$ cat src/psps_pkg.sv
// Shared types, constants and helpers of the penalty-skip path sprayer.
// Used by the channel interfaces and by every module of the block; depends on nothing.
package psps_pkg;

    // Fixed field widths of the channels.
    localparam int PATH_ID_W   = 16;
    localparam int FEEDBACK_W  = 2;
    localparam int ENTROPY_W   = 16;
    localparam int PEN_PATHS_W = 9;
    localparam int PEN_W       = 4;
    localparam int LOG2_W      = 4;
    localparam int CFG_INDEX_W = 8;
    localparam int CFG_DATA_W  = 16;
    localparam int LFSR_W      = 16;

    // Defaults for the top-level parameters.
    localparam int DEF_PATH_INDEX_BITS = 8;
    localparam int DEF_QUEUE_DEPTH     = 4;

    // Penalty weights and generator constants.
    localparam logic [PEN_W-1:0]  PEN_ECN      = 4'd1;
    localparam logic [PEN_W-1:0]  PEN_NACK     = 4'd4;
    localparam logic [LFSR_W-1:0] SEED_DEFAULT = 16'hACE1;
    localparam logic [LFSR_W-1:0] LFSR_POLY    = 16'hB400;

    // Register values after reset.
    localparam logic [LOG2_W-1:0]     RST_PATH_COUNT_LOG2 = 4'd8;
    localparam logic [PEN_W-1:0]      RST_MAX_PENALTY     = 4'd15;
    localparam logic [ENTROPY_W-1:0]  RST_UPPER_BITS      = 16'd0;

    typedef enum logic {
        REQ_FEEDBACK = 1'b0,
        REQ_ENTROPY  = 1'b1
    } t_req_type;

    typedef enum logic [FEEDBACK_W-1:0] {
        FB_GOOD    = 2'd0,
        FB_ECN     = 2'd1,
        FB_NACK    = 2'd2,
        FB_TIMEOUT = 2'd3
    } t_feedback;

    typedef enum logic [CFG_INDEX_W-1:0] {
        CFG_PATH_COUNT_LOG2 = 8'd0,
        CFG_MAX_PENALTY     = 8'd1,
        CFG_UPPER_BITS      = 8'd2,
        CFG_LFSR_SEED       = 8'd3
    } t_cfg_index;

    typedef enum logic [1:0] {
        BK_CLEAR,
        BK_IDLE,
        BK_FB_UPD,
        BK_RQ_WALK
    } t_back_state;

    // Configuration seen by the back end.
    typedef struct packed {
        logic [PEN_W-1:0]     max_penalty;
        logic [ENTROPY_W-1:0] upper_bits;
        logic                 seed_load;
        logic [LFSR_W-1:0]    seed_value;
    } t_cfg;

    // One step of the right-shifting Galois generator.
    function automatic logic [LFSR_W-1:0] lfsr_step(input logic [LFSR_W-1:0] value);
        logic [LFSR_W-1:0] shifted;
        shifted = {1'b0, value[LFSR_W-1:1]};
        return value[0] ? (shifted ^ LFSR_POLY) : shifted;
    endfunction

endpackage

$ cat src/psps_if.sv
// Valid/ready channel interfaces of the penalty-skip path sprayer.
// Depends on psps_pkg for the field widths.
interface psps_req_if;
    import psps_pkg::*;

    logic                  valid;
    logic                  ready;
    logic                  req_type;
    logic [PATH_ID_W-1:0]  path_id;
    logic [FEEDBACK_W-1:0] feedback;

    modport source (output valid, req_type, path_id, feedback, input ready);
    modport sink   (input valid, req_type, path_id, feedback, output ready);
endinterface

interface psps_res_if;
    import psps_pkg::*;

    logic                   valid;
    logic                   ready;
    logic [ENTROPY_W-1:0]   entropy;
    logic [PEN_PATHS_W-1:0] penalized_paths;

    modport source (output valid, entropy, penalized_paths, input ready);
    modport sink   (input valid, entropy, penalized_paths, output ready);
endinterface

interface psps_cfg_if;
    import psps_pkg::*;

    logic                   valid;
    logic                   ready;
    logic [CFG_INDEX_W-1:0] index;
    logic [CFG_DATA_W-1:0]  data;

    modport source (output valid, index, data, input ready);
    modport sink   (input valid, index, data, output ready);
endinterface

$ cat src/psps_front.sv
// Front end: accepts requests and turns each into a queue command.
// Depends on psps_pkg and psps_req_if.
module psps_front #(
    parameter int PATH_INDEX_BITS = psps_pkg::DEF_PATH_INDEX_BITS
) (
    psps_req_if.sink                    i_req,
    input  logic                        i_full,
    input  logic                        i_hold,
    input  logic [PATH_INDEX_BITS-1:0]  i_mask,
    input  logic [psps_pkg::PEN_W-1:0]  i_max_penalty,
    output logic                        o_push,
    output logic [PATH_INDEX_BITS+psps_pkg::PEN_W:0] o_cmd
);
    import psps_pkg::*;

    logic [PEN_W-1:0] w_pen;
    logic             w_is_req;

    // Feedback is reduced to the penalty it adds; the back end never sees the code.
    always_comb begin
        case (t_feedback'(i_req.feedback))
            FB_GOOD:    w_pen = '0;
            FB_ECN:     w_pen = PEN_ECN;
            FB_NACK:    w_pen = PEN_NACK;
            FB_TIMEOUT: w_pen = i_max_penalty;
            default:    w_pen = '0;
        endcase
    end

    assign w_is_req    = (i_req.req_type == REQ_ENTROPY);
    assign i_req.ready = !i_full && !i_hold;
    assign o_push      = i_req.valid && i_req.ready;
    assign o_cmd       = {w_is_req, i_req.path_id[PATH_INDEX_BITS-1:0] & i_mask, w_pen};

endmodule

$ cat src/psps_queue.sv
// Short first-word-fall-through queue between the front and back ends.
// Depends on psps_pkg for its default depth.
module psps_queue #(
    parameter int WIDTH = 8,
    parameter int DEPTH = psps_pkg::DEF_QUEUE_DEPTH
) (
    input  logic             i_clk,
    input  logic             i_rst_n,
    input  logic             i_push,
    input  logic [WIDTH-1:0] i_data,
    output logic             o_full,
    input  logic             i_pop,
    output logic             o_valid,
    output logic [WIDTH-1:0] o_data
);
    import psps_pkg::*;

    localparam int PTR_W = (DEPTH > 1) ? $clog2(DEPTH) : 1;
    localparam int CNT_W = $clog2(DEPTH + 1);

    logic [WIDTH-1:0] r_slot [DEPTH];
    logic [PTR_W-1:0] r_wr_ptr, n_wr_ptr;
    logic [PTR_W-1:0] r_rd_ptr, n_rd_ptr;
    logic [CNT_W-1:0] r_fill, n_fill;

    always_comb begin
        n_wr_ptr = r_wr_ptr;
        n_rd_ptr = r_rd_ptr;
        n_fill   = r_fill;
        if (i_push) begin
            n_wr_ptr = (r_wr_ptr == PTR_W'(DEPTH - 1)) ? '0 : r_wr_ptr + PTR_W'(1);
        end
        if (i_pop) begin
            n_rd_ptr = (r_rd_ptr == PTR_W'(DEPTH - 1)) ? '0 : r_rd_ptr + PTR_W'(1);
        end
        if (i_push && !i_pop) begin
            n_fill = r_fill + CNT_W'(1);
        end else if (!i_push && i_pop) begin
            n_fill = r_fill - CNT_W'(1);
        end
    end

    always_ff @(posedge i_clk) begin
        if (!i_rst_n) begin
            r_wr_ptr <= '0;
            r_rd_ptr <= '0;
            r_fill   <= '0;
        end else begin
            r_wr_ptr <= n_wr_ptr;
            r_rd_ptr <= n_rd_ptr;
            r_fill   <= n_fill;
        end
    end

    always_ff @(posedge i_clk) begin
        if (i_push) begin
            r_slot[r_wr_ptr] <= i_data;
        end
    end

    assign o_full  = (r_fill == CNT_W'(DEPTH));
    assign o_valid = (r_fill != '0);
    assign o_data  = r_slot[r_rd_ptr];

endmodule

$ cat src/psps_back.sv
// Back end: penalty table, rotating index, mask generator and result register.
// Depends on psps_pkg and psps_res_if.
module psps_back #(
    parameter int PATH_INDEX_BITS = psps_pkg::DEF_PATH_INDEX_BITS
) (
    input  logic                        i_clk,
    input  logic                        i_rst_n,
    input  psps_pkg::t_cfg              i_cfg,
    input  logic [PATH_INDEX_BITS-1:0]  i_mask,
    input  logic                        i_q_valid,
    input  logic [PATH_INDEX_BITS+psps_pkg::PEN_W:0] i_q_data,
    output logic                        o_q_pop,
    output logic                        o_clearing,
    psps_res_if.source                  o_res
);
    import psps_pkg::*;

    localparam int PIB    = PATH_INDEX_BITS;
    localparam int DEPTH  = 1 << PIB;
    localparam int CNT_W  = PIB + 1;
    localparam int STEP_W = PIB + 1;
    localparam int CMD_W  = PIB + PEN_W + 1;

    t_back_state          r_state, n_state;
    logic [PIB-1:0]       r_clr_addr, n_clr_addr;
    logic [CNT_W-1:0]     r_count, n_count;
    logic [PIB-1:0]       r_rot, n_rot;
    logic [PIB-1:0]       r_xm, n_xm;
    logic [LFSR_W-1:0]    r_lfsr, n_lfsr;
    logic [PIB-1:0]       r_e, n_e;
    logic [PEN_W-1:0]     r_pen, n_pen;
    logic                 r_first, n_first;
    logic [STEP_W-1:0]    r_steps, n_steps;
    logic                 r_out_valid, n_out_valid;
    logic [ENTROPY_W-1:0] r_out_entropy, n_out_entropy;
    logic [PEN_PATHS_W-1:0] r_out_pp, n_out_pp;

    logic [PEN_W-1:0]     r_table [DEPTH];
    logic [PEN_W-1:0]     r_rd_data;
    logic                 r_fwd;
    logic [PEN_W-1:0]     r_fwd_data;

    logic                 w_we;
    logic [PIB-1:0]       w_wa;
    logic [PEN_W-1:0]     w_wd;
    logic [PIB-1:0]       w_ra;
    logic [PEN_W-1:0]     w_rd;

    logic                 w_cmd_req;
    logic [PIB-1:0]       w_cmd_idx;
    logic [PEN_W-1:0]     w_cmd_pen;
    logic                 w_out_free;
    logic [STEP_W-1:0]    w_npaths;
    logic [STEP_W-1:0]    w_steps_inc;
    logic [PIB-1:0]       w_rot_inc;
    logic                 w_wrap;
    logic [LFSR_W-1:0]    w_lfsr_draw;
    logic [PIB-1:0]       w_xm_adv;
    logic [LFSR_W-1:0]    w_lfsr_adv;
    logic [PIB-1:0]       w_e_adv;
    logic [PIB-1:0]       w_e_head;
    logic [PEN_W:0]       w_sum;
    logic [PEN_W-1:0]     w_fb_val;
    logic [ENTROPY_W-1:0] w_entropy;

    assign w_cmd_req  = i_q_data[CMD_W-1];
    assign w_cmd_idx  = i_q_data[CMD_W-2:PEN_W];
    assign w_cmd_pen  = i_q_data[PEN_W-1:0];
    assign w_out_free = !r_out_valid || o_res.ready;
    assign w_rd       = r_fwd ? r_fwd_data : r_rd_data;

    // One advance of the rotating index, with a fresh mask drawn on wrap.
    assign w_npaths    = STEP_W'(i_mask) + STEP_W'(1);
    assign w_steps_inc = r_steps + STEP_W'(1);
    assign w_rot_inc   = ((r_rot & i_mask) + PIB'(1)) & i_mask;
    assign w_wrap      = (w_rot_inc == '0);
    assign w_lfsr_draw = lfsr_step(r_lfsr);
    assign w_xm_adv    = w_wrap ? (w_lfsr_draw[PIB-1:0] & i_mask) : r_xm;
    assign w_lfsr_adv  = w_wrap ? w_lfsr_draw : r_lfsr;
    assign w_e_adv     = (w_rot_inc ^ w_xm_adv) & i_mask;
    assign w_e_head    = (r_rot ^ r_xm) & i_mask;

    assign w_sum     = {1'b0, w_rd} + {1'b0, r_pen};
    assign w_fb_val  = (w_sum > {1'b0, i_cfg.max_penalty}) ? i_cfg.max_penalty
                                                            : w_sum[PEN_W-1:0];
    assign w_entropy = (i_cfg.upper_bits & ~ENTROPY_W'(i_mask)) | ENTROPY_W'(r_e);

    always_comb begin
        n_state       = r_state;
        n_clr_addr    = r_clr_addr;
        n_count       = r_count;
        n_rot         = r_rot;
        n_xm          = r_xm;
        n_lfsr        = r_lfsr;
        n_e           = r_e;
        n_pen         = r_pen;
        n_first       = r_first;
        n_steps       = r_steps;
        n_out_valid   = r_out_valid && !o_res.ready;
        n_out_entropy = r_out_entropy;
        n_out_pp      = r_out_pp;
        w_we          = 1'b0;
        w_wa          = r_e;
        w_wd          = '0;
        w_ra          = r_e;
        o_q_pop       = 1'b0;

        case (r_state)
            BK_CLEAR: begin
                w_we       = 1'b1;
                w_wa       = r_clr_addr;
                n_clr_addr = r_clr_addr + PIB'(1);
                if (r_clr_addr == '1) begin
                    n_state = BK_IDLE;
                end
            end
            BK_IDLE: begin
                if (i_q_valid && !w_cmd_req) begin
                    o_q_pop = 1'b1;
                    n_e     = w_cmd_idx;
                    n_pen   = w_cmd_pen;
                    w_ra    = w_cmd_idx;
                    n_state = BK_FB_UPD;
                end else if (i_q_valid && w_out_free) begin
                    o_q_pop = 1'b1;
                    n_e     = w_e_head;
                    w_ra    = w_e_head;
                    n_first = 1'b1;
                    n_steps = '0;
                    n_state = BK_RQ_WALK;
                end
            end
            BK_FB_UPD: begin
                w_we = 1'b1;
                w_wd = w_fb_val;
                if (w_rd == '0 && w_fb_val != '0) begin
                    n_count = r_count + CNT_W'(1);
                end else if (w_rd != '0 && w_fb_val == '0 && r_count != '0) begin
                    n_count = r_count - CNT_W'(1);
                end
                n_state = BK_IDLE;
            end
            BK_RQ_WALK: begin
                // Every visit advances the index exactly once, whether it ends the walk or not.
                n_rot  = w_rot_inc;
                n_xm   = w_xm_adv;
                n_lfsr = w_lfsr_adv;
                if (w_rd != '0 && r_first) begin
                    w_we = 1'b1;
                    w_wd = w_rd - PEN_W'(1);
                    if (w_rd == PEN_W'(1) && r_count != '0) begin
                        n_count = r_count - CNT_W'(1);
                    end
                end
                n_first = 1'b0;
                n_steps = w_steps_inc;
                if (w_rd == '0 || w_steps_inc > w_npaths) begin
                    n_out_valid   = 1'b1;
                    n_out_entropy = w_entropy;
                    n_out_pp      = PEN_PATHS_W'(n_count);
                    n_state       = BK_IDLE;
                end else begin
                    n_e  = w_e_adv;
                    w_ra = w_e_adv;
                end
            end
            default: begin
                n_state = BK_IDLE;
            end
        endcase

        if (i_cfg.seed_load) begin
            n_lfsr = i_cfg.seed_value;
        end
    end

    always_ff @(posedge i_clk) begin
        if (!i_rst_n) begin
            r_state     <= BK_CLEAR;
            r_clr_addr  <= '0;
            r_count     <= '0;
            r_rot       <= '0;
            r_xm        <= '0;
            r_lfsr      <= SEED_DEFAULT;
            r_first     <= 1'b0;
            r_steps     <= '0;
            r_out_valid <= 1'b0;
            r_fwd       <= 1'b0;
        end else begin
            r_state     <= n_state;
            r_clr_addr  <= n_clr_addr;
            r_count     <= n_count;
            r_rot       <= n_rot;
            r_xm        <= n_xm;
            r_lfsr      <= n_lfsr;
            r_first     <= n_first;
            r_steps     <= n_steps;
            r_out_valid <= n_out_valid;
            r_fwd       <= w_we && (w_wa == w_ra);
        end
    end

    always_ff @(posedge i_clk) begin
        r_e           <= n_e;
        r_pen         <= n_pen;
        r_out_entropy <= n_out_entropy;
        r_out_pp      <= n_out_pp;
        r_fwd_data    <= w_wd;
    end

    // Penalty table: one write and one registered read a cycle.
    always_ff @(posedge i_clk) begin
        if (w_we) begin
            r_table[w_wa] <= w_wd;
        end
        r_rd_data <= r_table[w_ra];
    end

    assign o_clearing            = (r_state == BK_CLEAR);
    assign o_res.valid           = r_out_valid;
    assign o_res.entropy         = r_out_entropy;
    assign o_res.penalized_paths = r_out_pp;

endmodule

$ cat src/penalty_skip_path_sprayer_core.sv
// Top level of the penalty-skip path sprayer: configuration registers and the
// front end, command queue and back end. Depends on psps_pkg, the psps interfaces and modules.
//
// The block sprays requests over a power-of-two set of paths and steers them away
// from paths that have reported trouble. A feedback request (req_type 0) adds a
// penalty to one path: nothing for good, one for an ECN mark, four for a NACK and
// max_penalty for a timeout, saturating at max_penalty; it produces no result. An
// entropy request (req_type 1) walks a rotating index, permuted by an xor mask that
// is redrawn from a 16-bit Galois generator each time the index wraps, and skips
// paths with a nonzero penalty; the first penalised path it meets loses one point.
// The walk gives up after more than path-count steps and then returns the path
// where it stopped. Each entropy request yields exactly one result: the chosen path
// index under upper_bits, and the number of penalised paths in the whole table.
// After reset the penalty table is cleared by a sweep, one entry a cycle, during
// which no request is accepted; configuration writes are taken throughout.
// Requests enter a queue of QUEUE_DEPTH entries and are accepted whenever it has
// room, also while a result waits to be taken. The back end reads the penalty
// table once a cycle through a read port beside its write port, and finishes each
// request before it takes the next: a feedback request is read in the idle state
// and written in the update state, and an entropy request walks the paths one
// after another. An entropy request is started only when the result register is
// free or being emptied. Configuration is meant to be written while the block is idle.
module penalty_skip_path_sprayer_core #(
    parameter int PATH_INDEX_BITS = psps_pkg::DEF_PATH_INDEX_BITS,
    parameter int QUEUE_DEPTH     = psps_pkg::DEF_QUEUE_DEPTH
) (
    input  logic       i_clk,
    input  logic       i_rst_n,
    psps_req_if.sink   i_req,
    psps_res_if.source o_res,
    psps_cfg_if.sink   i_cfg
);
    import psps_pkg::*;

    localparam int CMD_W = PATH_INDEX_BITS + PEN_W + 1;

    logic [LOG2_W-1:0]          r_path_count_log2;
    logic [PEN_W-1:0]           r_max_penalty;
    logic [ENTROPY_W-1:0]       r_upper_bits;

    logic                       w_cfg_wr;
    logic                       w_seed_load;
    logic [LFSR_W-1:0]          w_seed_value;
    logic [LOG2_W-1:0]          w_active_log2;
    logic [PATH_INDEX_BITS-1:0] w_mask;
    t_cfg                       w_cfg;

    logic                       w_push;
    logic [CMD_W-1:0]           w_push_cmd;
    logic                       w_q_full;
    logic                       w_q_valid;
    logic [CMD_W-1:0]           w_q_data;
    logic                       w_q_pop;
    logic                       w_clearing;

    // The register port never stalls.
    assign i_cfg.ready = 1'b1;
    assign w_cfg_wr    = i_cfg.valid && i_cfg.ready;

    always_ff @(posedge i_clk) begin
        if (!i_rst_n) begin
            r_path_count_log2 <= RST_PATH_COUNT_LOG2;
            r_max_penalty     <= RST_MAX_PENALTY;
            r_upper_bits      <= RST_UPPER_BITS;
        end else if (w_cfg_wr) begin
            case (i_cfg.index)
                CFG_PATH_COUNT_LOG2: r_path_count_log2 <= i_cfg.data[LOG2_W-1:0];
                CFG_MAX_PENALTY:     r_max_penalty     <= i_cfg.data[PEN_W-1:0];
                CFG_UPPER_BITS:      r_upper_bits      <= i_cfg.data;
                default: begin
                end
            endcase
        end
    end

    // Writing the seed reloads the generator at once; a zero seed would lock it,
    // so the default seed is loaded instead.
    assign w_seed_load  = w_cfg_wr && (i_cfg.index == CFG_LFSR_SEED);
    assign w_seed_value = (i_cfg.data != '0) ? i_cfg.data : SEED_DEFAULT;

    // A path count above the table size acts as the full table.
    assign w_active_log2 = (int'(r_path_count_log2) > PATH_INDEX_BITS)
                           ? LOG2_W'(PATH_INDEX_BITS) : r_path_count_log2;
    assign w_mask        = ~({PATH_INDEX_BITS{1'b1}} << w_active_log2);

    assign w_cfg = '{
        max_penalty: r_max_penalty,
        upper_bits:  r_upper_bits,
        seed_load:   w_seed_load,
        seed_value:  w_seed_value
    };

    psps_front #(
        .PATH_INDEX_BITS(PATH_INDEX_BITS)
    ) u_front (
        .i_req        (i_req),
        .i_full       (w_q_full),
        .i_hold       (w_clearing),
        .i_mask       (w_mask),
        .i_max_penalty(r_max_penalty),
        .o_push       (w_push),
        .o_cmd        (w_push_cmd)
    );

    psps_queue #(
        .WIDTH(CMD_W),
        .DEPTH(QUEUE_DEPTH)
    ) u_queue (
        .i_clk  (i_clk),
        .i_rst_n(i_rst_n),
        .i_push (w_push),
        .i_data (w_push_cmd),
        .o_full (w_q_full),
        .i_pop  (w_q_pop),
        .o_valid(w_q_valid),
        .o_data (w_q_data)
    );

    psps_back #(
        .PATH_INDEX_BITS(PATH_INDEX_BITS)
    ) u_back (
        .i_clk     (i_clk),
        .i_rst_n   (i_rst_n),
        .i_cfg     (w_cfg),
        .i_mask    (w_mask),
        .i_q_valid (w_q_valid),
        .i_q_data  (w_q_data),
        .o_q_pop   (w_q_pop),
        .o_clearing(w_clearing),
        .o_res     (o_res)
    );

    // No request may enter while the penalty table is being cleared.
    a_no_accept_while_clearing : assert property (
        @(posedge i_clk) disable iff (!i_rst_n)
        w_clearing |-> !(i_req.valid && i_req.ready)
    ) else $error("request accepted during the table clearing sweep");

    // The back end only takes a command that the queue holds.
    a_pop_only_when_valid : assert property (
        @(posedge i_clk) disable iff (!i_rst_n)
        w_q_pop |-> w_q_valid
    ) else $error("command queue popped while empty");

    // The penalised count can never exceed the table size.
    a_count_in_range : assert property (
        @(posedge i_clk) disable iff (!i_rst_n)
        o_res.valid |-> (32'(o_res.penalized_paths) <= (32'd1 << PATH_INDEX_BITS))
    ) else $error("penalised path count exceeds the table size");

endmodule
$ cat src/flat_wrapper.sv
// flat-port wrapper written by rule: the top's interface ports become plain ports
module penalty_skip_path_sprayer_core_flat import psps_pkg::*;
#(
    parameter int PATH_INDEX_BITS = psps_pkg::DEF_PATH_INDEX_BITS,
    parameter int QUEUE_DEPTH     = psps_pkg::DEF_QUEUE_DEPTH
)
  (i_clk, i_rst_n, i_req_valid, i_req_req_type, i_req_path_id, i_req_feedback, i_req_ready, o_res_valid, o_res_entropy, o_res_penalized_paths, o_res_ready, i_cfg_valid, i_cfg_index, i_cfg_data, i_cfg_ready);
  psps_req_if i_req_i ();
  psps_res_if o_res_i ();
  psps_cfg_if i_cfg_i ();
  input  logic i_clk;
  input  logic i_rst_n;
  input wire logic [$bits(i_req_i.valid)-1:0] i_req_valid;
  input wire logic [$bits(i_req_i.req_type)-1:0] i_req_req_type;
  input wire logic [$bits(i_req_i.path_id)-1:0] i_req_path_id;
  input wire logic [$bits(i_req_i.feedback)-1:0] i_req_feedback;
  output wire logic [$bits(i_req_i.ready)-1:0] i_req_ready;
  output wire logic [$bits(o_res_i.valid)-1:0] o_res_valid;
  output wire logic [$bits(o_res_i.entropy)-1:0] o_res_entropy;
  output wire logic [$bits(o_res_i.penalized_paths)-1:0] o_res_penalized_paths;
  input wire logic [$bits(o_res_i.ready)-1:0] o_res_ready;
  input wire logic [$bits(i_cfg_i.valid)-1:0] i_cfg_valid;
  input wire logic [$bits(i_cfg_i.index)-1:0] i_cfg_index;
  input wire logic [$bits(i_cfg_i.data)-1:0] i_cfg_data;
  output wire logic [$bits(i_cfg_i.ready)-1:0] i_cfg_ready;
  assign i_req_i.valid = i_req_valid;
  assign i_req_i.req_type = i_req_req_type;
  assign i_req_i.path_id = i_req_path_id;
  assign i_req_i.feedback = i_req_feedback;
  assign i_req_ready = i_req_i.ready;
  assign o_res_valid = o_res_i.valid;
  assign o_res_entropy = o_res_i.entropy;
  assign o_res_penalized_paths = o_res_i.penalized_paths;
  assign o_res_i.ready = o_res_ready;
  assign i_cfg_i.valid = i_cfg_valid;
  assign i_cfg_i.index = i_cfg_index;
  assign i_cfg_i.data = i_cfg_data;
  assign i_cfg_ready = i_cfg_i.ready;
  penalty_skip_path_sprayer_core #(.PATH_INDEX_BITS(PATH_INDEX_BITS), .QUEUE_DEPTH(QUEUE_DEPTH)) u_core (.i_clk(i_clk), .i_rst_n(i_rst_n), .i_req(i_req_i), .o_res(o_res_i), .i_cfg(i_cfg_i));
endmodule
$ cat config.mk
export PLATFORM = sky130hd
export DESIGN_NAME = penalty_skip_path_sprayer_core_flat
export DESIGN_NICKNAME = d
export VERILOG_FILES = /design/src/psps_pkg.sv /design/src/psps_if.sv /design/src/psps_front.sv /design/src/psps_queue.sv /design/src/psps_back.sv /design/src/penalty_skip_path_sprayer_core.sv /design/src/flat_wrapper.sv
export SDC_FILE = /design/constraint.sdc
export NUM_CORES = 2
export LEC_CHECK = 0
export ABC_AREA = 1
export BUFFER_PORTS_ARGS = -buffer_cell sky130_fd_sc_hd__clkbuf_2
export CAP_MARGIN = 20
export CORE_MARGIN = 5
export CORE_UTILIZATION = 59
export CTS_BUF_LIST = sky130_fd_sc_hd__clkbuf_4 sky130_fd_sc_hd__clkbuf_8
export CTS_CLUSTER_DIAMETER = 30
export DETAILED_ROUTE_END_ITERATION = 8
export MAX_ROUTING_LAYER = met4
export PLACE_DENSITY = 0.78
export SKIP_CTS_REPAIR_TIMING = 1
export SYNTH_ARGS = -nofsm -noshare
export SYNTH_HDL_FRONTEND = slang
export SYNTH_SLANG_ARGS = --single-unit
$ cat constraint.sdc
create_clock -name i_clk -period 11.7 [get_ports i_clk]
set_input_delay 0 -clock i_clk [delete_from_list [all_inputs] [get_ports i_clk]]
set_output_delay 0 -clock i_clk [all_outputs]
set_load 0.02 [all_outputs]
# --- After elaboration in Yosys (flattened, before gate mapping) ---
# Memory sizes are Yosys's and may differ from the RTL's. A register that Yosys moved wholly into a read port is not among the register bits.
# Index checks and enable logic that the tools add are counted.
word_totals:
  regBits: 135
  ram_bits: 1076
  n_memories: 2
  wordCells: 172
op_classes:
  order_cmp: 3
  n_reduce_logical: 49
  eq_ne: 21
  shift: 1
  n_bitwise: 13
  muxes: 50
  n_addsub: 12
mem_list:
  columns: ["memory", "depth", "width", "rd", "rd_ports_with_merged_regs", "wr", "line", "rtl"]
  rows:
  - ["u_core.u_back.r_table", 256, 4, 1, 1, 1, "psps_back.sv:38", "logic [PEN_W-1:0] r_table [DEPTH];"]
  - ["u_core.u_queue.r_slot", 4, 13, 1, 1, 1, "psps_queue.sv:21", "logic [WIDTH-1:0] r_slot [DEPTH];"]
ops:
  columns: ["operator", "n"]
  rows:
  - ["$mux 16", 5]
  - ["$mux 9", 6]
  - ["$and 8x8->8", 6]
  - ["$mux 8", 5]
  - ["$pmux 9 s2", 2]
  - ["$add 9x1->9 const B", 2]
  - ["$add 8x1->8 const B", 2]
  - ["$and 16x16->16", 1]
  - ["$eq 8x2->1 const B", 2]
  - ["$logic_not 8->1", 2]
  - ["$mux 2", 8]
  - ["$mux 4", 4]
  - ["$not 8->16", 1]
  - ["$or 16x8->16", 1]
  - ["$pmux 4 s4", 1]
  - ["$pmux 8 s2", 1]
  - ["$reduce_bool 16->1", 1]
  - ["$xor 8x8->8", 2]
  - ["$logic_and 1x1->1", 14]
  - ["$reduce_and 2->1", 7]
  - ["$eq 2x2->1 const B", 6]
  - ["$mux 1", 12]
  - ["$reduce_bool 2->1", 5]
  - ["$add 8x1->9 const B", 1]
  - ["other kinds (33)", 52]

# --- Depth between registers and ports, before layout ---
logic_depth:
  ltp_word: 15
  depth_mapped: 33
  depth_no_buf: 31

# --- Hierarchy ---
# A second synthesis with hierarchy kept.
hier_totals:
  hier_cells: 4957
  hier_area_um2: 52605.5
modules_own_cells:
  columns: ["module", "area_each_um2", "cells_per_inst", "n_inst", "seq_area_each_um2"]
  rows:
  - ["psps_back", 48746.8, 4539, 1, 33201.8]
  - ["psps_queue", 2436.1, 186, 1, 1741.7]
  - ["penalty_skip_path_sprayer_core", 1281.2, 196, 1, 480.5]
  - ["psps_front", 141.4, 36, 1, 0.0]

# --- Least setup slack after synthesis ---
# No wires, ideal clock.
synth_path:
  kind: "reg2reg"
  from: "register u_core.u_back.r_fwd"
  to: "memory u_core.u_back.r_table[0][1] (data pin)"
  setup_slack_ps: 757
  required_ps: 10111
  arrival_time_ps: 9354
  period_less_slack_ps: 10943
  setup_time_ps: 1589
  stages_incl_launch_ff: 15
  cell_sequence: "dfxtp_1 -> o21ai_0 -> inv_1 -> ha_1 -> inv_1 -> fa_1 -> inv_1 -> ha_1 -> a21oi_1 -> o21ai_0 -> o21ai_0 -> o211ai_1 -> nand2_1 -> o21ai_0 -> o22ai_1"
synth_between:
  elab_chain_len: 5
synth_lines:
  columns: ["item", "line", "rtl"]
  rows:
  - ["start, declared", "psps_back.sv:40", "logic r_fwd;"]
  - ["start signal, assigned", "psps_back.sv:199", "r_fwd <= w_we && (w_wa == w_ra);"]
  - ["$mux 4 *", "psps_back.sv:70", "assign w_rd = r_fwd ? r_fwd_data : r_rd_data;"]
  - ["$add 4x4->5 / $reduce_bool 4->1 (equally long branches)", "psps_back.sv:83, psps_back.sv:148", null]
  - ["$gt 5x4->1 / $logic_and 1x1->1 (equally long branches)", "psps_back.sv:84, psps_back.sv:148", null]
  - ["$mux 4 (on tied branches)", "psps_back.sv:84, psps_back.sv:148", null]
  - ["$pmux 4 s2 *", "psps_back.sv:108", "case (r_state)"]
  - ["via u_core.u_back.w_wd[1]", "psps_back.sv:45", "logic [PEN_W-1:0] w_wd;"]
  - ["end, declared", "psps_back.sv:38", null]
# Mark *: on every way through the listed nets, which the timed path passes. The rest lies on a longest branch.

# --- Final worst setup path ---
layout_path:
  from: "register u_core.r_path_count_log2[3]"
  to: "register u_core.u_back.r_rd_data[2] (read register of u_core.u_back.r_table)"
layout_between:
  elab_chain_len: 13
layout_lines:
  columns: ["item", "line", "rtl"]
  rows:
  - ["start, declared", "penalty_skip_path_sprayer_core.sv:37", "logic [LOG2_W-1:0] r_path_count_log2;"]
  - ["start signal, assigned", "penalty_skip_path_sprayer_core.sv:67", "CFG_PATH_COUNT_LOG2: r_path_count_log2 <= i_cfg.data[LOG2_W-1:0];"]
  - ["$gt 4x4->1", "penalty_skip_path_sprayer_core.sv:82", "assign w_active_log2 = (int'(r_path_count_log2) > PATH_INDEX_BITS)"]
  - ["$mux 4 *", "penalty_skip_path_sprayer_core.sv:83", "? LOG2_W'(PATH_INDEX_BITS) : r_path_count_log2;"]
  - ["$shl 8x4->8 *", "penalty_skip_path_sprayer_core.sv:84", "assign w_mask = ~({PATH_INDEX_BITS{1'b1}} << w_active_log2);"]
  - ["$not 8->8 *", "penalty_skip_path_sprayer_core.sv:84", null]
  - ["$and 8x8->8", "psps_back.sv:75", "assign w_rot_inc = ((r_rot & i_mask) + PIB'(1)) & i_mask;"]
  - ["$add 8x1->8", "psps_back.sv:75", null]
  - ["$and 8x8->8", "psps_back.sv:75", null]
  - ["$logic_not 8->1", "psps_back.sv:76", "assign w_wrap = (w_rot_inc == '0);"]
  - ["$mux 8", "psps_back.sv:78", "assign w_xm_adv = w_wrap ? (w_lfsr_draw[PIB-1:0] & i_mask) : r_xm;"]
  - ["$xor 8x8->8", "psps_back.sv:80", "assign w_e_adv = (w_rot_inc ^ w_xm_adv) & i_mask;"]
  - ["$and 8x8->8", "psps_back.sv:80", null]
  - ["$mux 8", null, null]
  - ["$pmux 8 s2 *", "psps_back.sv:108", null]
  - ["end, declared", "psps_back.sv:39", "logic [PEN_W-1:0] r_rd_data;"]
# Every way passes the cells marked *; elsewhere a longest branch is shown, timed or not.
# A chain may end at the register's enable or synchronous reset.

==> results.json <==
{
  "syn_nets": 5427,
  "initial_core_util": 0.594,
  "area_growth_pct": 12.1,
  "hp-class": "input pin to register",
  "crit_required_ns": 12.50,
  "maxSlewViolCount": 0,
  "cp_max_fo": 238,
  "synthTopCellsByArea": "edfxtp_1, nand2_1, nand3_1",
  "power.static_leakage_nw": 23.0,
  "cts-htree-levels": 4,
  "coreArea_mm2": 0.0900,
  "die_h_um": 311,
  "drt_iter0_markers": 4450,
  "drtAntennaViolNets": 0,
  "synth_adder_area_share": 0.00824,
  "critPathArrivalTime_ns": 8.14,
  "status": "finished, final reports clean",
  "max_stage_delay_ns": 0.73,
  "clk_pin_slew_ns": 0.06,
  "muxShareOfSynthArea": 0.000562,
  "syn_inst": 5345,
  "placed_area_mm2": 0.0543,
  "grt_first_pass_wirelength_um": 208000,
  "synth_top_family_by_area": "simple AND/OR/NAND/NOR gates",
  "synth-simple-area-share": 0.252,
  "ys.flop_type": "edfxtp_1",
  "fin_worst_skew_ns": 0.0356,
  "critPathSlowestCell": "buf_12",
  "core.rowCount": 110,
  "via_per_inst": 5.74,
  "cts_tree": "yes",
  "slew_headroom": 0.162,
  "fin_tns_setup_ns": 0,
  "final_area_mm2": 0.0599,
  "dieArea_mm2": 0.0967,
  "synth_most_common_cell": "nand2_1",
  "ioPinCount": 76,
  "cts_buffers": 218,
  "async_flop_share": 0,
  "dpl.hpwl_um": 74600,
  "hp-start": "i_cfg_data[7]",
  "clk_latency_ns": 0.88,
  "cap_viol_max_count": 0,
  "fin_util": 0.665,
  "clk_path_buf_depth": 3,
  "dieWidth_um": 311,
  "portBuffers": 66,
  "end_kind": "register",
  "rsz0062_at_grt": "false",
  "synth.ff_latch_count": 1217,
  "num-nets-final": 5527,
  "synth_edf_count": 1105,
  "overflow": 0,
  "place_congestion": 0.963,
  "grt_max_degree": 251,
  "drcViolationCount": 0,
  "power.density_mw_per_mm2": 198,
  "wl_per_cell_um": 20.0,
  "hold_viol_final": 0,
  "setup_viol": 0,
  "cts_root_buffer": "clkbuf_8",
  "drt-pass1-iter-count": 7,
  "syn_area_mm2": 0.0534,
  "crit_start": "u_core.r_path_count_log2[3]",
  "synthXorXnorAreaFrac": 0.00688,
  "post-synth-top-area-fraction": 0.621,
  "antenna_found_initial": 1,
  "fmax_mhz": 136,
  "drive_above_1_share": 0.0956,
  "cp_top_family": "simple AND/OR/NAND/NOR gates",
  "final.period_utilization": 0.627,
  "fin_crit_ns": 7.33,
  "ir_drop_v": 0.000175,
  "cpMostUsedCell": "nand2_1",
  "r2r_start": "u_core.r_path_count_log2[3]",
  "synth_seq_area_share": 0.663,
  "clock_sink_count": 1217,
  "ys_top_cells_by_count": "nand2_1, edfxtp_1, nand3_1",
  "synth_area_per_cell_um2": 10.0,
  "synth_compound_area_frac": 0.0293,
  "synth_warnings": 0,
  "path_buf_inv": 2,
  "yosys.area.top_type": "edfxtp_1",
  "routed_wirelength_um": 136000,
  "worst_pin_slew_ns": 1.26,
  "path_class": "register to register",
  "grt_pass1_vias": 37685,
  "dr_total_vias": 39104,
  "grt_use_total": 0.281,
  "cp-start-kind": "register",
  "synth.distinct_cells": 52
}
layout by cell type (no fill, tap or decap), types with 50 or more instances in the layout:
master,instances
dlygate4sd3_1,58
o21ai_0,108
edfxtp_1,1105
dfxtp_1,112
nand3_1,664
clkbuf_2,66
inv_1,153
a21oi_1,67
clkinv_1,50
nor2_1,414
clkbuf_8,232
nand2_1,2168
layer usage:
layer / track usage / up-vias / wire, um
met5: - / - / 0
met1: 0.352 / 18298 / 51300
li1: - / 18275 / -
met3: 0.0545 / 396 / 13600
met4: 0.128 / 0 / 6160
met2: 0.451 / 2135 / 65100
cells by family after synthesis:
group	Yosys count
flops	1217
simple gates	3312
other cells	1
mux	3
xor+xnor	42
compound gates	270
fa+ha+maj	34
buf+inv	466
path summary, 6_finish.rpt:
kind	end	slack, ns	cells past startpoint
worst max-delay path	u_core.u_back.r_rd_data[2]	4.37	29
worst min-delay path	u_core.r_upper_bits[7]	0.01	4
worst max register to register	u_core.u_back.r_rd_data[2]	4.37	29
worst min register to register	u_core.u_back.o_res.entropy[13]	0.44	0
registers in the layout (all words and copies together), names as in the netlist, 8 cells and up, named ones only:
| register | count |
|---|---|
| u_core.u_back.r_table | 1024 |
| u_core.u_queue.r_slot | 52 |
| u_core.r_upper_bits | 16 |
| u_core.u_back.o_res.entropy | 16 |
| u_core.u_back.r_lfsr | 16 |
| u_core.u_back.o_res.penalized_paths | 9 |
| u_core.u_back.r_count | 9 |
| u_core.u_back.r_steps | 9 |
| u_core.u_back.r_clr_addr | 8 |
| u_core.u_back.r_e | 8 |
| u_core.u_back.r_rot | 8 |
| u_core.u_back.r_xm | 8 |
through the flow:
step	total power [W]	setup WS, ns	hold WS, ns	cells
3_3_place_gp	0.00739	4.64	0.218	6342
4_1_cts	0.0118	4.50	-0.693	6754
2_1_floorplan	0.00677	0.757	0.0989	5345
6_report	0.0119	4.37	0.0117	6814
3_5_place_dp	0.00744	4.57	0.229	6342
5_1_grt	0.0124	3.90	0.0123	6814
final cells by class:
type	instances	area [um^2]
timing repair buffer	174	1360
antenna	1	2.50
fill	6542	30100
tap	1176	1470
clock inverter	136	1440
multi-input combinational	3662	16000
inverter	172	658
clock buffer	276	3520
sequential	1217	35400
worst min-delay path: stages:
cell           delay [ns]
dlygate4sd3_1        0.53
clkbuf_2             0.14
o21ai_0              0.10
nor2_1               0.09
where the power goes:
group | switching [W] | internal, W
clock network | 0.00182 | 0.00260
registers | 0.0000200 | 0.00470
logic | 0.00193 | 0.000795
Note: power is estimated with default switching activity, not from simulation.
